--- src/rtl/ddtg_pkg.sv ---
// Shared constants, types and the arctangent table for the turn-then-go controller.
package ddtg_pkg;

	localparam int CORDIC_STEPS = 14;
	localparam int TAB_LEN      = 24;
	localparam int STEP_W       = $clog2(TAB_LEN + 1);

	localparam int XY_W = 32;
	localparam int Z_W  = 34;

	localparam logic signed [17:0]    PI_Q12      = 18'sd12868;
	localparam logic signed [17:0]    TWO_PI_Q12  = 18'sd25736;
	localparam logic signed [Z_W-1:0] HALF_PI_Q30 = 34'sd1686629713;
	localparam logic signed [XY_W-1:0] INV_K_Q30  = 32'sd652032874;

	localparam logic [STEP_W-1:0] STEP_LAST = STEP_W'(CORDIC_STEPS);

	localparam logic [2:0] REG_TURN_GAIN   = 3'd0;
	localparam logic [2:0] REG_SPEED_GAIN  = 3'd1;
	localparam logic [2:0] REG_ANG_LIMIT   = 3'd2;
	localparam logic [2:0] REG_LIN_LIMIT   = 3'd3;
	localparam logic [2:0] REG_ARRIVE_DIST = 3'd4;
	localparam logic [2:0] REG_ALIGN_TOL   = 3'd5;
	localparam logic [2:0] REG_HALF_TRACK  = 3'd6;

	typedef struct packed {
		logic load;
		logic vectoring;
		logic run;
	} cordic_ctl_t;

	function automatic logic signed [Z_W-1:0] atan_q30(input logic [STEP_W-1:0] idx);
		logic signed [Z_W-1:0] r;
		case (idx)
			5'd0:  r = 34'sd843314857;
			5'd1:  r = 34'sd497837829;
			5'd2:  r = 34'sd263043836;
			5'd3:  r = 34'sd133525158;
			5'd4:  r = 34'sd67021686;
			5'd5:  r = 34'sd33543515;
			5'd6:  r = 34'sd16775850;
			5'd7:  r = 34'sd8388437;
			5'd8:  r = 34'sd4194282;
			5'd9:  r = 34'sd2097149;
			5'd10: r = 34'sd1048575;
			5'd11: r = 34'sd524287;
			5'd12: r = 34'sd262143;
			5'd13: r = 34'sd131071;
			5'd14: r = 34'sd65535;
			5'd15: r = 34'sd32767;
			5'd16: r = 34'sd16383;
			5'd17: r = 34'sd8191;
			5'd18: r = 34'sd4095;
			5'd19: r = 34'sd2047;
			5'd20: r = 34'sd1023;
			5'd21: r = 34'sd511;
			5'd22: r = 34'sd255;
			5'd23: r = 34'sd127;
			default: r = '0;
		endcase
		return r;
	endfunction

endpackage

--- src/rtl/ddtg_cordic.sv ---
// Iterative CORDIC datapath shared by vectoring and rotation.
module ddtg_cordic (
	input  logic                                 clk,
	input  logic                                 arst_n,
	input  ddtg_pkg::cordic_ctl_t                ctl,
	input  logic signed [ddtg_pkg::XY_W-1:0]     x_init,
	input  logic signed [ddtg_pkg::XY_W-1:0]     y_init,
	input  logic signed [ddtg_pkg::Z_W-1:0]      z_init,
	output logic signed [ddtg_pkg::XY_W-1:0]     x,
	output logic signed [ddtg_pkg::Z_W-1:0]      z,
	output logic                                 done
);
	import ddtg_pkg::*;

	logic signed [XY_W-1:0] x_q, y_q, xs, ys;
	logic signed [Z_W-1:0]  z_q, ang;
	logic [STEP_W-1:0]      step_q;
	logic                   vec_q, pos;

	assign done = (step_q == STEP_LAST);
	assign xs   = x_q >>> step_q;
	assign ys   = y_q >>> step_q;
	assign ang  = atan_q30(step_q);
	assign pos  = vec_q ? ~y_q[XY_W-1] : z_q[Z_W-1];

	always_ff @(posedge clk or negedge arst_n) begin
		if (!arst_n) begin
			step_q <= STEP_LAST;
			vec_q  <= 1'b0;
		end else if (ctl.load) begin
			step_q <= '0;
			vec_q  <= ctl.vectoring;
		end else if (ctl.run && !done) begin
			step_q <= step_q + 1'b1;
		end
	end

	always_ff @(posedge clk) begin
		if (ctl.load) begin
			x_q <= x_init;
			y_q <= y_init;
			z_q <= z_init;
		end else if (ctl.run && !done) begin
			if (pos) begin
				x_q <= x_q + ys;
				y_q <= y_q - xs;
				z_q <= z_q + ang;
			end else begin
				x_q <= x_q - ys;
				y_q <= y_q + xs;
				z_q <= z_q - ang;
			end
		end
	end

	assign x = x_q;
	assign z = z_q;

endmodule

--- src/rtl/diff_drive_turn_then_go_controller.sv ---
// Turn-then-go differential-drive controller: sequencer, shared multiplier and output.
// One item at a time: a new pose is taken only in idle, once the last result has been handed on.
// Items in the driving phase that have not arrived run the shared CORDIC stage twice, vectoring
// and then rotation; all other items run it once for vectoring. The single shared multiplier
// serves every product in turn.
// Reset: asynchronous, active low; registers to defaults, aligning phase, held speeds zero.
module diff_drive_turn_then_go_controller (
	input  logic               clk,
	input  logic               arst_n,
	input  logic               cfg_wr_en,
	input  logic [2:0]         cfg_index,
	input  logic [15:0]        cfg_data,
	input  logic               in_valid,
	output logic               in_stall,
	input  logic signed [15:0] goal_x,
	input  logic signed [15:0] goal_y,
	input  logic signed [15:0] pose_x,
	input  logic signed [15:0] pose_y,
	input  logic signed [15:0] heading,
	output logic               out_valid,
	input  logic               out_stall,
	output logic signed [15:0] left_speed,
	output logic signed [15:0] right_speed,
	output logic               arrived,
	output logic               driving
);
	import ddtg_pkg::*;

	typedef enum logic [11:0] {
		S_IDLE = 12'b000000000001,
		S_VEC  = 12'b000000000010,
		S_DIST = 12'b000000000100,
		S_W    = 12'b000000001000,
		S_RWM  = 12'b000000010000,
		S_DEC  = 12'b000000100000,
		S_KVD  = 12'b000001000000,
		S_KVL  = 12'b000010000000,
		S_COS  = 12'b000100000000,
		S_VM   = 12'b001000000000,
		S_FIN  = 12'b010000000000,
		S_OUT  = 12'b100000000000
	} state_t;

	state_t state_q;

	logic [15:0] turn_gain_q, speed_gain_q;
	logic [14:0] ang_limit_q, lin_limit_q, arrive_dist_q, half_track_q;
	logic [13:0] align_tol_q;

	logic               phase_q, arrived_q, zero_q;
	logic signed [15:0] held_left_q, held_right_q, head_q, err_q;
	logic [17:0]        dist_q;
	logic signed [20:0] rw_q;
	logic signed [22:0] kvd_q;
	logic signed [63:0] prod_q;

	logic signed [31:0] mul_a, mul_b;
	logic signed [63:0] mul_p;

	logic signed [16:0] dx, dy;
	logic signed [XY_W-1:0] vx0, vy0, vx, vy, rx, ry, cx, cx_init, cy_init;
	logic signed [Z_W-1:0] vz, rz, rz0, cz, cz_init;
	logic cdone;
	cordic_ctl_t cctl;

	logic signed [Z_W-1:0] zr;
	logic signed [15:0]    bearing;
	logic signed [17:0]    wt0, wt1, wt2;
	logic signed [15:0]    err_n;
	logic [15:0]           err_mag;
	logic signed [18:0]    w_raw;
	logic signed [16:0]    w_n;
	logic signed [20:0]    rw_n;
	logic signed [22:0]    v_raw;
	logic signed [15:0]    v_n;
	logic signed [20:0]    v_ext, v_minus, v_plus;
	logic                  accept;

	function automatic logic signed [15:0] sat16(input logic signed [20:0] v);
		logic signed [15:0] r;
		if (v > 21'sd32767) r = 16'sh7fff;
		else if (v < -21'sd32768) r = 16'sh8000;
		else r = v[15:0];
		return r;
	endfunction

	assign accept   = in_valid && !in_stall;
	assign in_stall = (state_q != S_IDLE);

	// vectoring start values
	assign dx  = 17'(goal_x) - 17'(pose_x);
	assign dy  = 17'(goal_y) - 17'(pose_y);
	assign vx0 = {{5{dx[16]}}, dx, 10'b0};
	assign vy0 = {{5{dy[16]}}, dy, 10'b0};
	always_comb begin
		vx = vx0;
		vy = vy0;
		vz = '0;
		if (vx0[XY_W-1]) begin
			if (!vy0[XY_W-1]) begin
				vx = vy0;
				vy = -vx0;
				vz = HALF_PI_Q30;
			end else begin
				vx = -vy0;
				vy = vx0;
				vz = -HALF_PI_Q30;
			end
		end
	end

	// rotation start values
	assign rz0 = {err_q, 18'b0};
	always_comb begin
		rx = INV_K_Q30;
		ry = '0;
		rz = rz0;
		if (rz0 > HALF_PI_Q30) begin
			rx = '0;
			ry = INV_K_Q30;
			rz = rz0 - HALF_PI_Q30;
		end else if (rz0 < -HALF_PI_Q30) begin
			rx = '0;
			ry = -INV_K_Q30;
			rz = rz0 + HALF_PI_Q30;
		end
	end

	assign cctl.load      = accept || (state_q == S_KVL);
	assign cctl.vectoring = accept;
	assign cctl.run       = (state_q == S_VEC) || (state_q == S_COS);
	assign cx_init        = accept ? vx : rx;
	assign cy_init        = accept ? vy : ry;
	assign cz_init        = accept ? vz : rz;

	ddtg_cordic u_cordic (
		.clk    (clk),
		.arst_n (arst_n),
		.ctl    (cctl),
		.x_init (cx_init),
		.y_init (cy_init),
		.z_init (cz_init),
		.x      (cx),
		.z      (cz),
		.done   (cdone)
	);

	// bearing error wrapped to [-pi, pi)
	assign zr      = cz + (Z_W'(1) <<< 17);
	assign bearing = zero_q ? 16'sd0 : zr[33:18];
	assign wt0     = 18'(bearing) - 18'(head_q) + PI_Q12;
	always_comb begin
		if (wt0 < 0) wt1 = wt0 + TWO_PI_Q12;
		else if (wt0 >= TWO_PI_Q12) wt1 = wt0 - TWO_PI_Q12;
		else wt1 = wt0;
		if (wt1 < 0) wt2 = wt1 + TWO_PI_Q12;
		else if (wt1 >= TWO_PI_Q12) wt2 = wt1 - TWO_PI_Q12;
		else wt2 = wt1;
	end
	assign err_n   = 16'(wt2 - PI_Q12);
	assign err_mag = err_q[15] ? 16'(-err_q) : 16'(err_q);

	// shared multiplier
	always_comb begin
		mul_a = '0;
		mul_b = '0;
		case (state_q)
			S_DIST: begin
				mul_a = cx;
				mul_b = INV_K_Q30;
			end
			S_W: begin
				mul_a = 32'($signed({1'b0, turn_gain_q}));
				mul_b = 32'(err_q);
			end
			S_RWM: begin
				mul_a = 32'($signed({1'b0, half_track_q}));
				mul_b = 32'(w_n);
			end
			S_KVD: begin
				mul_a = 32'($signed({1'b0, speed_gain_q}));
				mul_b = 32'($signed({1'b0, dist_q}));
			end
			S_VM: begin
				mul_a = 32'(kvd_q);
				mul_b = cx;
			end
			default: begin
				mul_a = '0;
				mul_b = '0;
			end
		endcase
	end
	assign mul_p = mul_a * mul_b;

	assign w_raw = prod_q[30:12];
	always_comb begin
		if (w_raw > $signed({4'b0, ang_limit_q})) w_n = $signed({2'b0, ang_limit_q});
		else if (w_raw < -$signed({4'b0, ang_limit_q})) w_n = -$signed({2'b0, ang_limit_q});
		else w_n = w_raw[16:0];
	end
	assign rw_n   = prod_q[32:12];

	assign v_raw = prod_q[52:30];
	always_comb begin
		if (v_raw > $signed({8'b0, lin_limit_q})) v_n = $signed({1'b0, lin_limit_q});
		else if (v_raw < -$signed({8'b0, lin_limit_q})) v_n = -$signed({1'b0, lin_limit_q});
		else v_n = v_raw[15:0];
	end
	assign v_ext   = 21'(v_n);
	assign v_minus = v_ext - rw_q;
	assign v_plus  = v_ext + rw_q;

	// configuration registers
	always_ff @(posedge clk or negedge arst_n) begin
		if (!arst_n) begin
			turn_gain_q   <= 16'd8192;
			speed_gain_q  <= 16'd4096;
			ang_limit_q   <= 15'd16384;
			lin_limit_q   <= 15'd2048;
			arrive_dist_q <= 15'd287;
			align_tol_q   <= 14'd410;
			half_track_q  <= 15'd287;
		end else if (cfg_wr_en) begin
			case (cfg_index)
				REG_TURN_GAIN:   turn_gain_q   <= cfg_data;
				REG_SPEED_GAIN:  speed_gain_q  <= cfg_data;
				REG_ANG_LIMIT:   ang_limit_q   <= cfg_data[14:0];
				REG_LIN_LIMIT:   lin_limit_q   <= cfg_data[14:0];
				REG_ARRIVE_DIST: arrive_dist_q <= cfg_data[14:0];
				REG_ALIGN_TOL:   align_tol_q   <= cfg_data[13:0];
				REG_HALF_TRACK:  half_track_q  <= cfg_data[14:0];
				default: ;
			endcase
		end
	end

	// sequencer and held state
	always_ff @(posedge clk or negedge arst_n) begin
		if (!arst_n) begin
			state_q      <= S_IDLE;
			phase_q      <= 1'b0;
			arrived_q    <= 1'b0;
			held_left_q  <= '0;
			held_right_q <= '0;
		end else begin
			case (state_q)
				S_IDLE: begin
					if (accept) state_q <= S_VEC;
				end
				S_VEC: begin
					if (cdone) state_q <= S_DIST;
				end
				S_DIST: state_q <= S_W;
				S_W:    state_q <= S_RWM;
				S_RWM:  state_q <= S_DEC;
				S_DEC: begin
					arrived_q <= 1'b0;
					if (!phase_q) begin
						if (err_mag > {2'b0, align_tol_q}) begin
							held_left_q  <= sat16(-rw_n);
							held_right_q <= sat16(rw_n);
						end else begin
							phase_q <= 1'b1;
						end
						state_q <= S_OUT;
					end else if (dist_q > {3'b0, arrive_dist_q}) begin
						state_q <= S_KVD;
					end else begin
						held_left_q  <= '0;
						held_right_q <= '0;
						arrived_q    <= 1'b1;
						phase_q      <= 1'b0;
						state_q      <= S_OUT;
					end
				end
				S_KVD: state_q <= S_KVL;
				S_KVL: state_q <= S_COS;
				S_COS: begin
					if (cdone) state_q <= S_VM;
				end
				S_VM: state_q <= S_FIN;
				S_FIN: begin
					held_left_q  <= sat16(v_minus);
					held_right_q <= sat16(v_plus);
					state_q      <= S_OUT;
				end
				S_OUT: begin
					if (!out_stall) state_q <= S_IDLE;
				end
				default: state_q <= S_IDLE;
			endcase
		end
	end

	// datapath registers
	always_ff @(posedge clk) begin
		if (accept) begin
			head_q <= heading;
			zero_q <= (dx == 17'sd0) && (dy == 17'sd0);
		end
		if (state_q == S_DIST || state_q == S_W || state_q == S_RWM ||
		    state_q == S_KVD || state_q == S_VM) begin
			prod_q <= mul_p;
		end
		if (state_q == S_DIST) err_q <= err_n;
		if (state_q == S_W) dist_q <= zero_q ? 18'd0 : prod_q[57:40];
		if (state_q == S_DEC) rw_q <= rw_n;
		if (state_q == S_KVL) kvd_q <= prod_q[34:12];
	end

	assign out_valid   = (state_q == S_OUT);
	assign left_speed  = held_left_q;
	assign right_speed = held_right_q;
	assign arrived     = arrived_q;
	assign driving     = phase_q;

`ifndef SYNTHESIS
	a_no_accept_busy: assert property (@(posedge clk) disable iff (!arst_n)
		out_valid |-> in_stall)
		else $error("input taken while a result is pending");
	a_accept_busy: assert property (@(posedge clk) disable iff (!arst_n)
		accept |=> in_stall && !out_valid)
		else $error("sequencer did not start on accept");
	a_arrive_phase: assert property (@(posedge clk) disable iff (!arst_n)
		(out_valid && arrived) |-> !driving)
		else $error("arrival left the driving phase set");
	a_arrive_zero: assert property (@(posedge clk) disable iff (!arst_n)
		(out_valid && arrived) |-> (left_speed == 16'sd0 && right_speed == 16'sd0))
		else $error("arrival with nonzero wheel speeds");
`endif

endmodule

--- config.mk ---
export PLATFORM = sky130hd
export DESIGN_NAME = diff_drive_turn_then_go_controller
export DESIGN_NICKNAME = d
export VERILOG_FILES = /design/src/rtl/ddtg_pkg.sv /design/src/rtl/ddtg_cordic.sv /design/src/rtl/diff_drive_turn_then_go_controller.sv
export SDC_FILE = /design/constraint.sdc
export NUM_CORES = 2
export LEC_CHECK = 0
export BUFFER_PORTS_ARGS = -buffer_cell sky130_fd_sc_hd__buf_4
export CAP_MARGIN = 20
export CORE_UTILIZATION = 53
export DETAILED_ROUTE_END_ITERATION = 6
export GPL_TIMING_DRIVEN = 0
export PLACE_DENSITY = 0.82
export SLEW_MARGIN = 30
export SYNTH_ARGS = -nofsm -noshare
export SYNTH_HDL_FRONTEND = slang
export SYNTH_SLANG_ARGS = --single-unit
--- constraint.sdc ---
create_clock -name clk -period 11.7 [get_ports clk]
set_input_delay 2.925 -clock clk [delete_from_list [all_inputs] [get_ports clk]]
set_output_delay 2.925 -clock clk [all_outputs]
set_load 0.1 [all_outputs]
After elaboration in Yosys (flattened, before gate mapping)
Memories as Yosys holds them, arrays and structs flattened.
Cells that the tools add are included.
Widths: inputs -> output; s select.
Word-level totals
  flip-flop bits (word level): 409
  bits in latches: 0
  bits in writable memories: 0
  bits in read-only memories: 960
  bits of input ports: 104
  output and inout port bits: 36
  word-level logic and storage cells: 195
  memories kept: 1
Operators by class
  $add $sub $neg: 29
  multipliers: 1
  div/mod/pow operators: 0
  order comparisons: 20
  equal/unequal tests: 26
  shifts and indexed selects: 2
  muxes and demuxes: 66
  bitwise logic cells: 1
  reduce and logical (&&, ||, !) cells: 25
Memory list
  (no name shown): depth 32, width 30, read ports 1, clocked after Yosys merged registers in 0, wr ports 0, RTL line ddtg_pkg.sv:34  | case (idx)
Operator list (number)
  $mux 32: 14
  $pmux 32 s5: 2
  $mux 16: 19
  $mux 34: 8
  $pmux 12 s12: 1
  $gt 21x16->1 const B: 4
  $lt 21x16->1 const B: 4
  $mux 12: 6
  $add 32x32->32: 2
  $neg 27->32: 2
  $pmux 16 s2: 2
  $sshr 32x5->32: 2
  $sub 32x32->32: 2
  $mux 30: 2
  $mul 32x32->58: 1
  $sub 16x16->17: 3
  $ge 18x16->1 const B: 2
  $lt 18x1->1 const B: 2
  $mux 18: 2
  $add 34x19->34 const B: 1
  $add 34x32->34 const B: 1
  $add 34x34->34: 1
  $gt 34x32->1 const B: 1
  $logic_not 17->1: 2
  56 further kinds: 84

Logic depth before layout (Yosys ltp)
  word-level depth: 11
  gate-level depth with buffers: 55

Hierarchy
From an unflattened synthesis, not the netlist that was laid out.
Second synthesis, totals
  cell total of the unflattened synthesis: 8546
  area, all modules: 74446.4 µm²
By module, submodules not included
  diff_drive_turn_then_go_controller: times used 1, cells an instance 6736, area an instance 58838.9 µm², sequential area each 8065.2 µm²
  ddtg_cordic: times used 1, cells an instance 1810, area an instance 15607.5 µm², sequential area each 3096.7 µm²

Worst setup path before layout
OpenSTA, ideal clock, no wires.
  path type: flip-flop to flip-flop
  start: register ang_limit_q[1]
  end: register prod_q[55], data pin
  arrival: 11.916 ns
  setup slack: -0.474 ns
  stages on the path, launching flop included: 49
  buffers on the path: 2
  clock period less this slack: 12.174 ns
  path through: dfrtp_1 > inv_1 > ha_1 > nor3b_1 > nand2_1 > nor2_1 > nand2_1 > nor4_1 > nand2_1 > nor2_1 > ha_1 > a21o_1 > a211oi_1 > nand2_1 > nor4b_1 > nor2_1 > a21oi_1 > o21ai_1 > (+13 left out) > fa_1 > fa_1 > ha_1 > nand4_1 > nor2_1 > a221oi_1 > o21ai_0 > a221o_1 > a22oi_1 > a21oi_1 > nor2_1 > o311ai_4 > o31ai_2 > a2111oi_2 > o21a_2 > o21ai_1 > nor2b_1 > xnor2_1
Between the ends
  word-level cells in the longest chain between the ends: 6
  elaborated cells between the ends (all ways): 8
  classes of those cells: add/sub (2); mul (1); order compare (2); mux (3)
Ends and longest elaborated chain
  start: declaration: RTL line diff_drive_turn_then_go_controller.sv:47  | logic [14:0] ang_limit_q, lin_limit_q, arrive_dist_q, half_track_q;
  start signal: assignment: RTL line diff_drive_turn_then_go_controller.sv:228  | REG_ANG_LIMIT: ang_limit_q <= cfg_data[14:0];
  $neg 15->19: RTL line diff_drive_turn_then_go_controller.sv:199  | else if (w_raw < -$signed({4'b0, ang_limit_q})) w_n = -$signed({2'b0, ang_limit_q});
  $lt 19x19->1: RTL line diff_drive_turn_then_go_controller.sv:199
  $mux 17: RTL line diff_drive_turn_then_go_controller.sv:199
  $mux 17 (*): RTL line diff_drive_turn_then_go_controller.sv:198  | if (w_raw > $signed({4'b0, ang_limit_q})) w_n = $signed({2'b0, ang_limit_q});
  $pmux 32 s5 (*): RTL line diff_drive_turn_then_go_controller.sv:167  | case (state_q)
  $mul 32x32->58 (*): RTL line diff_drive_turn_then_go_controller.sv:194  | assign mul_p = mul_a * mul_b;
  named net mul_p[55]: RTL line diff_drive_turn_then_go_controller.sv:58  | logic signed [63:0] mul_p;
  end signal: assignment: RTL line diff_drive_turn_then_go_controller.sv:304  | prod_q <= mul_p;
  end: declaration: RTL line diff_drive_turn_then_go_controller.sv:55  | logic signed [63:0] prod_q;
Mark *: on every way through the listed nets, which the timed path passes. The rest lies on a longest branch.
A chain may end at the register's enable or synchronous reset.

Final worst setup path
  start: register ang_limit_q[0]
  end: register prod_q[54], data pin
The elaborated chain is that of the path after synthesis.

==> flow_summary.ini <==
[clocking]
cts_root_buf = clkbuf_16
cts-buffers-inserted = 44
clock_sinks = 397
clkLatencyLatePin_ps = 620
cts_tree = built
clk_pin_slew_worst_paths_ps = 60
hold_buffers = 0
cts.path.max_buffers = 3
htree_levels = 2

[finish]
area_delta_synth_final_pct = 12.13
drive_gt1_share_pct = 11.37
nNetsFinal = 10245
post-route-util_pct = 59.85
fillerInstances = 11538

[pwr]
ir_worst_vdd_mv = 0.4682
p_leak_nw = 35.99
power.density_mw_per_mm2 = 242.1

[global_routing]
grt_pass1_wl_um = 409600
antenna_found_initial = 11
grt_overflow_total = 0
grt_pass1_vias = 64642
groute.usage.overall_pct = 40.49
grt_max_degree = 64

[timing]
finalCriticalPeriod_ps = 12440
max_freq_ghz = 0.08039
slew_viol_final = 0
final.period_utilization_pct = 106.3
final-setup-viol-count = 19
worstMarginPinSlew_ps = 1132
hold_violations = 0
finalClockSkew_ps = 24.76
relSlewSlack_pct = 24.56
final.setup.worst_slack_ps = -740.1
rsz0062_at_grt = true
tns_ps = -6950

[synth]
ys_warn_count = 0
syn_nets = 9913
ys_ff_latch = 397
netlist_area_mm2 = 0.07124
seq_area_frac_synth_pct = 15.67
synthDistinctLibCells = 108
syn_inst = 8289
ys.flop_type = edfxtp_1
syn_avg_cell_area_um2 = 8.594
async_flop_share_pct = 39.80
synth-edff-count = 239

[route]
drc_errors = 16
wl_met1_um = 104100
drt-initial-drc-count = 8666
via_count = 65562
wl_um = 276300
routed.top_layer = met5
dr_wl_met2_um = 115400
viasPerCell = 6.283
drt-pass1-iter-count = 7
drt-wirelength-per-cell_um = 26.48
antenna_left = 0
wl_met3_um = 36930

[worst_setup_path]
setup.worst_path.end_class = register
critical_path_class = register to register
start_kind = register
max_stage_delay_ps = 560
cp_common_cell = fa_1
cp.required_ps = 12070
arrival_ps = 12810
slowest_stage = fa_1
critical_path_peak_fanout = 5

[placed_design]
dp_hpwl_um = 220400
io_buffer_count = 137
dp_worst_setup_slack_ps = -4264
gp_congestion = 1.114

[hold_path]
min_path_type = register to register

[floorplan]
die_y_um = 368.6
die_w_um = 368.6
num_rows = 134
dieArea_mm2 = 0.1359
io-pin-count = 140
coreArea_mm2 = 0.1335
start_util_pct = 53.38

[run_status]
violations = DRC, setup timing
status = finished, violations left

[flow_run]
drv_cap = 0
cells by family (layout without fill, tap and decap cells):
kind of cell	Yosys count	after routing	synth area share [%]
other cells	0	9	0
mux	203	203	3.625
xor+xnor	401	401	4.962
flops	397	397	15.67
simple gates	2591	2592	16.18
compound gates	1441	1441	12.96
fa+ha+maj	1520	1520	37.43
buf+inv	1736	2103	9.174
cells in the mapped netlist, types with 86 or more instances:
cell	instances	share of area [%]
fa_1	1018	29
nor2_1	932	4.9
xor2_1	124	1.5
nand2_1	918	4.8
nand2b_1	86	0.76
inv_1	1337	7.0
ha_1	502	8.8
clkbuf_1	351	1.8
xnor2_1	275	3.4
a21oi_1	358	2.5
mux2_2	100	1.6
edfxtp_1	239	10
nor3_1	120	0.84
o21ai_0	418	2.9
dfrtp_1	133	4.7
nand3_1	93	0.65
critical path: cells and delay by family (launching register included):
kind                       cells  cell delay, ps
adders and majority gates     11            4520
xor gates and xnor gates       2             530
buffers and inverters         11            1400
AOI/OAI and AO/OA             10            2520
DFF                            1             440
and+or+nand+nor               16            2690
layout by cell type (no fill, tap or decap), drive strengths merged, types with 85 or more instances in the layout:
cell / Yosys / layout
inv: 1339 / 1339
fa: 1018 / 1018
nor2: 933 / 934
nand2: 918 / 918
ha: 502 / 502
o21ai: 434 / 434
clkbuf: 351 / 388
a21oi: 364 / 364
buf: 42 / 347
xnor2: 275 / 275
edfxtp: 239 / 239
dfrtp: 133 / 133
xor2: 125 / 125
nor3: 120 / 120
mux2: 100 / 100
nand3: 93 / 93
nand2b: 86 / 86
nor2b: 85 / 85
where the power goes:
part | switching [mW] | internal [mW]
sequential | 0.507 | 2.43
clock | 0.667 | 0.819
combinational | 9.35 | 5.56
total | 10.5 | 8.81
worst paths after layout:
check / from / to / slack (ps) / depth (start not counted)
max: ang_limit_q[0] / prod_q[54] / -740 / 50
min: right_speed[6] / right_speed[6] / 510 / 1
max reg2reg: ang_limit_q[0] / prod_q[54] / -740 / 50
min reg2reg: right_speed[6] / right_speed[6] / 510 / 1
max in group asynchronous: arst_n / u_cordic.step_q[3] / 8480 / 3
min in group asynchronous: arst_n / left_speed[0] / 2180 / 1
per-layer routing:
metal | global-route usage (%) | up-vias
li1 | - | 27672
met1 | 53.87 | 32206
met2 | 58.93 | 4618
met3 | 11.69 | 1056
met4 | 23.12 | 10
met5 | 0 | -
per-stage QoR:
| stage | area, um2 | power [mW] | cells | hold WS [ps] |
|---|---|---|---|---|
| final | 79880 | 19.34 | 10434 | 507.5 |
| after global routing | 79860 | 20.58 | 10425 | 511.0 |
| after CTS | 79000 | 18.76 | 10396 | 507.9 |
| after detailed placement | 74890 | 16.93 | 10209 | 494.2 |
| after global placement | 74510 | 16.60 | 10194 | 488.0 |
| after floorplan | 71270 | 13.10 | 8289 | 473.6 |
sequential cells by signal, indices dropped and copies added (netlist names), 16 cells and up:
signal and flops:
kvd_q 23, dist_q 18, turn_gain_q 16, left_speed 16
u_cordic.x 32, head_q 16, speed_gain_q 16, right_speed 16
u_cordic.y_q 32, err_q 16, u_cordic.z 34, rw_q 21
prod_q 46
timing repair:
item                       4_1_cts  5_1_grt
setup endpoints to repair       46       35
resized for setup              426      150
cloned                           1        2
pin swaps                      120      100
buffers inserted               115       28
area by class of cell:
type	instances	area [um2]	area share [%]
Antenna cell	9	22.52	0.02820
Buffer	380	2233	2.796
Clock buffer	58	1195	1.496
Clock inverter	24	282.8	0.3540
Inverter	1343	5046	6.317
Multi-Input combinational cell	6157	55130	69.02
Sequential cell	397	11160	13.98
Tap cell	1768	2212	2.769
Timing Repair Buffer	298	2590	3.242
No activity file was read; power rests on OpenSTA's default activity.
